--- src/hw/rtl/rth_pkg.sv ---
// Shared types and constants of the RGB to HSV converter.
`default_nettype none

package rth_pkg;

  // Number of division cells: one quotient bit per cell.
  localparam int unsigned DivSteps = 16;
  // Width of the dividend part that is shifted through the cells.
  localparam int unsigned DvdW = 16;
  // Width of the partial remainder and of the divisor (at most 510).
  localparam int unsigned RemW = 9;

  // Hue sector offset in units of 60 degrees times the spread.
  // The wrap case is the red sector with a negative difference.
  typedef enum logic [1:0] {
    OffRed   = 2'd0,
    OffGreen = 2'd1,
    OffBlue  = 2'd2,
    OffWrap  = 2'd3
  } rth_offset_e;

  // First preparation stage: extremes, sector and signed difference.
  typedef struct packed {
    logic [7:0]  brightness;
    logic [7:0]  spread;
    rth_offset_e offset;
    logic [8:0]  diff;
  } rth_sect_t;

  // State that one division cell holds and hands to its neighbor.
  typedef struct packed {
    logic [RemW-1:0] hue_rem;
    logic [DvdW-1:0] hue_dvd;
    logic [RemW-1:0] hue_dvs;
    logic            hue_zero;
    logic [RemW-1:0] sat_rem;
    logic [DvdW-1:0] sat_dvd;
    logic [RemW-1:0] sat_dvs;
    logic            sat_zero;
    logic [7:0]      brightness;
  } rth_cell_t;

endpackage

`default_nettype wire

--- src/hw/rtl/rth_pix_if.sv ---
// Stream interface that carries one RGB pixel item.
`default_nettype none

interface rth_pix_if;
  logic       valid;
  logic       ready;
  logic [7:0] red;
  logic [7:0] green;
  logic [7:0] blue;

  modport source (output valid, output red, output green, output blue, input ready);
  modport sink (input valid, input red, input green, input blue, output ready);
endinterface

`default_nettype wire

--- src/hw/rtl/rth_hsv_if.sv ---
// Stream interface that carries one HSV result item.
`default_nettype none

interface rth_hsv_if;
  logic        valid;
  logic        ready;
  logic [14:0] hue;
  logic [15:0] saturation;
  logic [7:0]  brightness;

  modport source (output valid, output hue, output saturation, output brightness,
                  input ready);
  modport sink (input valid, input hue, input saturation, input brightness,
                output ready);
endinterface

`default_nettype wire

--- src/hw/rtl/rth_prep.sv ---
// Two-stage front end that forms the dividends and divisors of hue and saturation.
`default_nettype none

module rth_prep
  import rth_pkg::*;
(
  input  wire logic      clk_i,
  input  wire logic      rst_ni,
  input  wire logic      in_valid_i,
  output logic           in_ready_o,
  input  wire logic [7:0] red_i,
  input  wire logic [7:0] green_i,
  input  wire logic [7:0] blue_i,
  output logic           out_valid_o,
  input  wire logic      out_ready_i,
  output rth_cell_t      out_data_o
);

  logic      sect_valid_q;
  logic      sect_ready;
  rth_sect_t sect_d;
  rth_sect_t sect_q;
  logic      cell_valid_q;
  rth_cell_t cell_d;
  rth_cell_t cell_q;

  logic [7:0]  mn;
  logic [10:0] ks;
  logic [11:0] sum_w;
  logic [10:0] sum_pos;
  logic [22:0] hue_num;
  logic [23:0] hue_dividend;

  // Each stage takes a new item when it is empty or its item moves on.
  assign sect_ready  = !cell_valid_q || out_ready_i;
  assign in_ready_o  = !sect_valid_q || sect_ready;
  assign out_valid_o = cell_valid_q;
  assign out_data_o  = cell_q;

  // Largest channel with ties to red, then green; smallest channel.
  always_comb begin
    mn = red_i;
    if (green_i < mn) begin
      mn = green_i;
    end
    if (blue_i < mn) begin
      mn = blue_i;
    end
    priority if (red_i >= green_i && red_i >= blue_i) begin
      sect_d.brightness = red_i;
      sect_d.diff       = {1'b0, green_i} - {1'b0, blue_i};
      sect_d.offset     = sect_d.diff[8] ? OffWrap : OffRed;
    end else if (green_i >= blue_i) begin
      sect_d.brightness = green_i;
      sect_d.diff       = {1'b0, blue_i} - {1'b0, red_i};
      sect_d.offset     = OffGreen;
    end else begin
      sect_d.brightness = blue_i;
      sect_d.diff       = {1'b0, red_i} - {1'b0, green_i};
      sect_d.offset     = OffBlue;
    end
    sect_d.spread = sect_d.brightness - mn;
  end

  // Sector offset times the spread, plus the difference; the wrap adds a full turn.
  always_comb begin
    unique case (sect_q.offset)
      OffRed:   ks = 11'd0;
      OffGreen: ks = {2'b00, sect_q.spread, 1'b0};
      OffBlue:  ks = {1'b0, sect_q.spread, 2'b00};
      OffWrap:  ks = {1'b0, sect_q.spread, 2'b00} + {2'b00, sect_q.spread, 1'b0};
      default:  ks = 11'd0;
    endcase
    sum_w   = {1'b0, ks} + {{3{sect_q.diff[8]}}, sect_q.diff};
    sum_pos = sum_w[10:0];
    // Times 3840 as 4096 minus 256.
    hue_num      = {sum_pos, 12'd0} - {4'd0, sum_pos, 8'd0};
    hue_dividend = {hue_num, 1'b0} + {16'd0, sect_q.spread};

    cell_d.hue_rem    = {1'b0, hue_dividend[23:16]};
    cell_d.hue_dvd    = hue_dividend[15:0];
    cell_d.hue_dvs    = {sect_q.spread, 1'b0};
    cell_d.hue_zero   = (sect_q.spread == 8'd0);
    cell_d.sat_rem    = {1'b0, sect_q.spread};
    cell_d.sat_dvd    = {8'd0, sect_q.brightness};
    cell_d.sat_dvs    = {sect_q.brightness, 1'b0};
    cell_d.sat_zero   = (sect_q.brightness == 8'd0);
    cell_d.brightness = sect_q.brightness;
  end

  // Valid flags of both stages.
  always_ff @(posedge clk_i or negedge rst_ni) begin
    if (!rst_ni) begin
      sect_valid_q <= 1'b0;
      cell_valid_q <= 1'b0;
    end else begin
      if (in_ready_o) begin
        sect_valid_q <= in_valid_i;
      end
      if (sect_ready) begin
        cell_valid_q <= sect_valid_q;
      end
    end
  end

  // Payload registers of both stages.
  always_ff @(posedge clk_i) begin
    if (in_valid_i && in_ready_o) begin
      sect_q <= sect_d;
    end
    if (sect_valid_q && sect_ready) begin
      cell_q <= cell_d;
    end
  end

endmodule

`default_nettype wire

--- src/hw/rtl/rth_div_cell.sv ---
// One restoring division cell: a quotient bit of hue and of saturation per item.
`default_nettype none

module rth_div_cell
  import rth_pkg::*;
(
  input  wire logic      clk_i,
  input  wire logic      rst_ni,
  input  wire logic      in_valid_i,
  output logic           in_ready_o,
  input  wire rth_cell_t in_data_i,
  output logic           out_valid_o,
  input  wire logic      out_ready_i,
  output rth_cell_t      out_data_o
);

  logic      valid_q;
  rth_cell_t data_d;
  rth_cell_t data_q;
  logic [RemW+DvdW-1:0] hue_next;
  logic [RemW+DvdW-1:0] sat_next;

  // Shift the next dividend bit into the remainder and subtract the divisor if it fits.
  function automatic logic [RemW+DvdW-1:0] lane_step(
    input logic [RemW-1:0] rem,
    input logic [DvdW-1:0] dvd,
    input logic [RemW-1:0] dvs
  );
    logic [RemW:0] trial;
    logic [RemW:0] rest;
    logic          take;
    trial = {rem, dvd[DvdW-1]};
    rest  = trial - {1'b0, dvs};
    take  = (trial >= {1'b0, dvs});
    lane_step = {(take ? rest[RemW-1:0] : trial[RemW-1:0]), dvd[DvdW-2:0], take};
  endfunction

  assign in_ready_o  = !valid_q || out_ready_i;
  assign out_valid_o = valid_q;
  assign out_data_o  = data_q;

  // Step both lanes; the quotient bits fill the dividend from the bottom.
  always_comb begin
    hue_next = lane_step(in_data_i.hue_rem, in_data_i.hue_dvd, in_data_i.hue_dvs);
    sat_next = lane_step(in_data_i.sat_rem, in_data_i.sat_dvd, in_data_i.sat_dvs);
    data_d         = in_data_i;
    data_d.hue_rem = hue_next[RemW+DvdW-1:DvdW];
    data_d.hue_dvd = hue_next[DvdW-1:0];
    data_d.sat_rem = sat_next[RemW+DvdW-1:DvdW];
    data_d.sat_dvd = sat_next[DvdW-1:0];
  end

  // Valid flag.
  always_ff @(posedge clk_i or negedge rst_ni) begin
    if (!rst_ni) begin
      valid_q <= 1'b0;
    end else if (in_ready_o) begin
      valid_q <= in_valid_i;
    end
  end

  // Payload register.
  always_ff @(posedge clk_i) begin
    if (in_valid_i && in_ready_o) begin
      data_q <= data_d;
    end
  end

endmodule

`default_nettype wire

--- src/hw/rtl/rgb_to_hsv_converter.sv ---
// Top level of the RGB to HSV converter: front end, division cell chain and output.
`default_nettype none

// Converts one 8-bit RGB pixel item per clock, unless the output holds it back,
// into hue (1/64 degree, 0..23039), saturation (32768 is 1.0) and brightness
// (the largest channel), both divisions rounded half up. Each item passes
// through two front-end stages that find the sector and form the dividends,
// then a chain of 16 division cells that each settle one quotient bit of hue and
// of saturation. Every stage has its own valid flag, so the block keeps taking
// items while a finished result waits at the output, until the chain is full.
module rgb_to_hsv_converter
  import rth_pkg::*;
(
  input  wire logic clk_i,
  input  wire logic rst_ni,
  rth_pix_if.sink   pix_i,
  rth_hsv_if.source hsv_o
);

  rth_cell_t         cell_data [DivSteps+1];
  logic [DivSteps:0] cell_valid;
  logic [DivSteps:0] cell_ready;
  rth_cell_t         last;

  // Front end.
  rth_prep u_prep (
    .clk_i       (clk_i),
    .rst_ni      (rst_ni),
    .in_valid_i  (pix_i.valid),
    .in_ready_o  (pix_i.ready),
    .red_i       (pix_i.red),
    .green_i     (pix_i.green),
    .blue_i      (pix_i.blue),
    .out_valid_o (cell_valid[0]),
    .out_ready_i (cell_ready[0]),
    .out_data_o  (cell_data[0])
  );

  // Chain of division cells.
  for (genvar i = 0; i < DivSteps; i++) begin : g_cell
    rth_div_cell u_cell (
      .clk_i       (clk_i),
      .rst_ni      (rst_ni),
      .in_valid_i  (cell_valid[i]),
      .in_ready_o  (cell_ready[i]),
      .in_data_i   (cell_data[i]),
      .out_valid_o (cell_valid[i+1]),
      .out_ready_i (cell_ready[i+1]),
      .out_data_o  (cell_data[i+1])
    );
  end

  // Result item; a grey pixel has no hue and a black pixel no saturation.
  assign last               = cell_data[DivSteps];
  assign cell_ready[DivSteps] = hsv_o.ready;
  assign hsv_o.valid        = cell_valid[DivSteps];
  assign hsv_o.hue          = last.hue_zero ? 15'd0 : last.hue_dvd[14:0];
  assign hsv_o.saturation   = last.sat_zero ? 16'd0 : last.sat_dvd;
  assign hsv_o.brightness   = last.brightness;

`ifndef NO_ASSERTIONS
  // Hue stays below a full turn.
  a_hue_range: assert property (@(posedge clk_i) disable iff (!rst_ni)
    hsv_o.valid |-> hsv_o.hue < 15'd23040)
    else $error("hue beyond a full turn");

  // Saturation never exceeds one.
  a_sat_range: assert property (@(posedge clk_i) disable iff (!rst_ni)
    hsv_o.valid |-> hsv_o.saturation <= 16'd32768)
    else $error("saturation above one");

  // Zero saturation means a grey pixel, which has zero hue.
  a_grey_hue: assert property (@(posedge clk_i) disable iff (!rst_ni)
    (hsv_o.valid && hsv_o.saturation == 16'd0) |-> hsv_o.hue == 15'd0)
    else $error("grey pixel with nonzero hue");

  // A black pixel has neither hue nor saturation.
  a_black: assert property (@(posedge clk_i) disable iff (!rst_ni)
    (hsv_o.valid && hsv_o.brightness == 8'd0) |->
      (hsv_o.saturation == 16'd0 && hsv_o.hue == 15'd0))
    else $error("black pixel with hue or saturation");

  // With the output empty, every stage can move, so the input is open.
  a_open_input: assert property (@(posedge clk_i) disable iff (!rst_ni)
    !hsv_o.valid |-> pix_i.ready)
    else $error("input blocked while output is empty");
`endif

endmodule

`default_nettype wire

--- src/flat_wrapper.sv ---
// flat-port wrapper written by rule: the top's interface ports become plain ports
module rgb_to_hsv_converter_flat import rth_pkg::*;
  (clk_i, rst_ni, pix_i_valid, pix_i_red, pix_i_green, pix_i_blue, pix_i_ready, hsv_o_valid, hsv_o_hue, hsv_o_saturation, hsv_o_brightness, hsv_o_ready);
  rth_pix_if pix_i_i ();
  rth_hsv_if hsv_o_i ();
  input  wire logic clk_i;
  input  wire logic rst_ni;
  input wire logic [$bits(pix_i_i.valid)-1:0] pix_i_valid;
  input wire logic [$bits(pix_i_i.red)-1:0] pix_i_red;
  input wire logic [$bits(pix_i_i.green)-1:0] pix_i_green;
  input wire logic [$bits(pix_i_i.blue)-1:0] pix_i_blue;
  output wire logic [$bits(pix_i_i.ready)-1:0] pix_i_ready;
  output wire logic [$bits(hsv_o_i.valid)-1:0] hsv_o_valid;
  output wire logic [$bits(hsv_o_i.hue)-1:0] hsv_o_hue;
  output wire logic [$bits(hsv_o_i.saturation)-1:0] hsv_o_saturation;
  output wire logic [$bits(hsv_o_i.brightness)-1:0] hsv_o_brightness;
  input wire logic [$bits(hsv_o_i.ready)-1:0] hsv_o_ready;
  assign pix_i_i.valid = pix_i_valid;
  assign pix_i_i.red = pix_i_red;
  assign pix_i_i.green = pix_i_green;
  assign pix_i_i.blue = pix_i_blue;
  assign pix_i_ready = pix_i_i.ready;
  assign hsv_o_valid = hsv_o_i.valid;
  assign hsv_o_hue = hsv_o_i.hue;
  assign hsv_o_saturation = hsv_o_i.saturation;
  assign hsv_o_brightness = hsv_o_i.brightness;
  assign hsv_o_i.ready = hsv_o_ready;
  rgb_to_hsv_converter u_core (.clk_i(clk_i), .rst_ni(rst_ni), .pix_i(pix_i_i), .hsv_o(hsv_o_i));
endmodule
--- config.mk ---
export PLATFORM = sky130hd
export DESIGN_NAME = rgb_to_hsv_converter_flat
export DESIGN_NICKNAME = d
export VERILOG_FILES = /design/src/hw/rtl/rth_pkg.sv /design/src/hw/rtl/rth_pix_if.sv /design/src/hw/rtl/rth_hsv_if.sv /design/src/hw/rtl/rth_prep.sv /design/src/hw/rtl/rth_div_cell.sv /design/src/hw/rtl/rgb_to_hsv_converter.sv /design/src/flat_wrapper.sv
export SDC_FILE = /design/constraint.sdc
export NUM_CORES = 1
export LEC_CHECK = 0
export ABC_AREA = 1
export BUFFER_PORTS_ARGS = -buffer_cell sky130_fd_sc_hd__buf_4
export CAP_MARGIN = 20
export CORE_UTILIZATION = 30
export DETAILED_ROUTE_END_ITERATION = 8
export PLACE_DENSITY_LB_ADDON = 0.08
export SLEW_MARGIN = 20
export SYNTH_ARGS = -nofsm -noshare
export SYNTH_HDL_FRONTEND = slang
export SYNTH_HIERARCHICAL = 1
export SYNTH_SLANG_ARGS = --single-unit
--- constraint.sdc ---
create_clock -name clk_i -period 7.45 [get_ports clk_i]
set_clock_uncertainty 0.2 [all_clocks]
set_input_delay 1.49 -clock clk_i [delete_from_list [all_inputs] [get_ports clk_i]]
set_output_delay 1.49 -clock clk_i [all_outputs]
set_load 0.005 [all_outputs]
==> impl_results.md <==
- Tightest Hold Check Type: reg2reg
- WP data required: about 5800 ps
- Pwr/cell area: roughly 460 nW/µm²
- Number of max-cap violations: 0
- Synth Instances: 5907
- CTS max path bufs: 3
- Register Area: 38200 µm²
- FILL cells: 20800
- Relative slew slack: 39.2%
- Crit path kind: in2out
- Clock Tree Root: clkbuf_16
- Largest net degree at the start of global routing: 78
- Worst slew pin tran: about 900 ps
- Worst Hold Path EP: u_core/g_cell[4].u_cell/out_data_o[31]$_DFFE_PP_
- CTS buffer count: 150
- Arrival time worst endpoint: 5180 ps
- Clk sinks: around 1300
- Starting density of the core: between 30 and 40%
- Layout net count: 6483
- Setup bufs post-CTS: 0
- Cell area after synthesis: 63000 µm²
- Final ANT Viol Nets: 0
- GRT Residual Overflow: 0
- Status: finished, final reports clean
- Core Region: 208000 µm²
- Clk_lat worst skew: between 700 and 800 ps
- Layout Cells excl Fill: 8972
- RR Startpoint: u_core/u_prep/cell_d[34]$_DFFE_PP_
- Reg-to-reg slack, setup: 2700 ps
- GP Congestion: 0.839
- Final setup violating endpoints: 0
- Drt wl/cell: around 15 µm
- Leak: 31.8 nW
- Final wirelength: 134000 µm
- Full die area: 212000 µm²
- Max Clk Rate: 146 MHz
- Clock tree from TritonCTS: done
- Slew Viols, Final: 0
- Synth warn: 6
- Area of the multi-input gates: about 21000 µm²
- DR iter-0 viols: roughly 1700
- Worst-path clk slew: 60 ps
- FF-to-FF End: u_core/u_prep/out_data_o[76]$_DFFE_PP_
- Via density: 4.27
- Setup TNS: 0 ps
- Placed cells: 8697
- RSZ-0062 raised after global routing: no
- Final hold violation count: 0
- CP startpoint kind: primary input
- Worst Hold Launch: u_core/g_cell[3].u_cell/out_data_o[30]$_DFFE_PP_
- Crit-path max cell delay: 170 ps
- CP max stage cell: buf_4
- Die Width: 460 µm
- Area grow syn2layout: 13.8%
- FP Rows: 167
- Peak supply drop: 0.242 mV
- CP max FO: 3
- First-pass GRT wire length: 213000 µm
- DRT Pass-1 Iters: 5
- Vias in the first global route: 38700
- Top-level I/O count: 69
- Post-route DRC: 0
- Min Clock Period, post-route: 6870 ps
- GRT Util Overall: 12.7%
- Layout cells sized above 1: a little under a tenth
- Hpwl dp: about 100000 µm
- Port Buffers: 68
- R2r worst-path depth: 25
- Ratio of final minimum period to clock period: between 90% and 100%
- WHS Path Cells: 0
- Avg Inst Size Synth: about 11 µm²
- DR vias: 38300
- CP dominant cell by count: nand2_1
- Die H: around 460 µm
- Crit end category: output port
- Initial antenna violation count: 4
- H-tree lvl count: 4
-- per-stage QoR --
stage	power (mW)	setup WS, ps	util (%)	cell area, µm²	hold WS [ps]
5_1_grt	35.9	28.1	34.5	71700	200
3_5_place_dp	26.2	364	32.1	66800	205
3_3_place_gp	26.2	402	32.1	66800	200
6_report	33.0	580	34.5	71700	199
2_1_floorplan	22.7	77.4	-	63100	200
4_1_cts	33.6	352	34.5	71700	197
-- where the power goes --
part | switching [mW] | internal [mW]
Clock | 3.02 | 4.17
Combinational | 8.68 | 4.69
Sequential | 1.18 | 11.3
Total | 12.9 | 20.2
-- per-layer routing --
layer,part of all wire [%],vias up,wire length (µm),GRT usage [%]
met2,49,452,65900,22.4
met3,3.2,192,4320,2.21
met5,0,-,0,0
met4,2.4,0,3190,3.80
li1,-,19900,-,-
met1,45,17800,60200,15.7
-- flip-flops by register name, summed over array words and instances, names as in the netlist --
| register | flops |
|---|---|
| u_core/g_cell.u_cell/out_data_o | 1196 |
| u_core/u_prep/out_data_o | 33 |
| u_core/g_cell.u_cell/out_valid_o | 16 |
| u_core/u_prep/cell_d | 16 |
| u_core/u_prep/sect_q | 11 |
| u_core/u_prep/out_valid_o | 1 |
| u_core/u_prep/sect_valid_q | 1 |
-- what timing repair did --
action	in CTS	in global routing
gates resized for setup	0	4
setup endpoints to repair	0	1
hold buffers	0	0
-- area by class of cell --
type                    instances  share of cell area [%]
repair buffers                 93                    1.10
diodes                          1                 0.00349
clock inverters                85                    1.42
clock buffers                 189                    5.45
inverters                     995                    5.21
multi-input cells            3547                    28.8
flip-flops and latches       1274                    53.2
well taps                    2788                    4.86
-- worst max path at each step --
stage | from | to | slack (ps) | cells past startpoint
6_report | hsv_o_ready | pix_i_ready | 580 | 36
4_1_cts | hsv_o_ready | pix_i_ready | 350 | 36
3_3_place_gp | hsv_o_ready | pix_i_ready | 400 | 36
2_1_floorplan | hsv_o_ready | u_core/g_cell[2].u_cell/out_data_o[0]$_DFFE_PP_ | 80 | 28
3_5_place_dp | hsv_o_ready | pix_i_ready | 360 | 36
5_1_grt | hsv_o_ready | pix_i_ready | 30 | 36
-- cell usage in the layout, fill, tap and decap left out, types with 16 or more instances in the layout --
| cell type | n |
|---|---|
| nor2_1 | 162 |
| nand3b_1 | 18 |
| nand4_1 | 70 |
| clkbuf_16 | 150 |
| clkbuf_1 | 38 |
| and2_4 | 16 |
| buf_4 | 86 |
| o21ai_0 | 28 |
| xor2_1 | 121 |
| a21oi_1 | 193 |
| nand2_2 | 119 |
| ha_1 | 356 |
| nor3_1 | 37 |
| or2_0 | 17 |
| nand2_4 | 33 |
| fa_1 | 38 |
| clkinv_2 | 18 |
| nand2_8 | 16 |
| clkinv_1 | 25 |
| nand2_1 | 1631 |
| nor2_2 | 21 |
| a21oi_4 | 33 |
| nand3_1 | 554 |
| inv_1 | 984 |
| edfxtp_1 | 1256 |
| dfrtp_1 | 18 |
-- worst max-delay path, delay by kind of cell --
kind | cells | cell delay [ps]
buf+inv | 19 | 2170
simple gates | 17 | 1530
(Power assumes the default switching activity.)
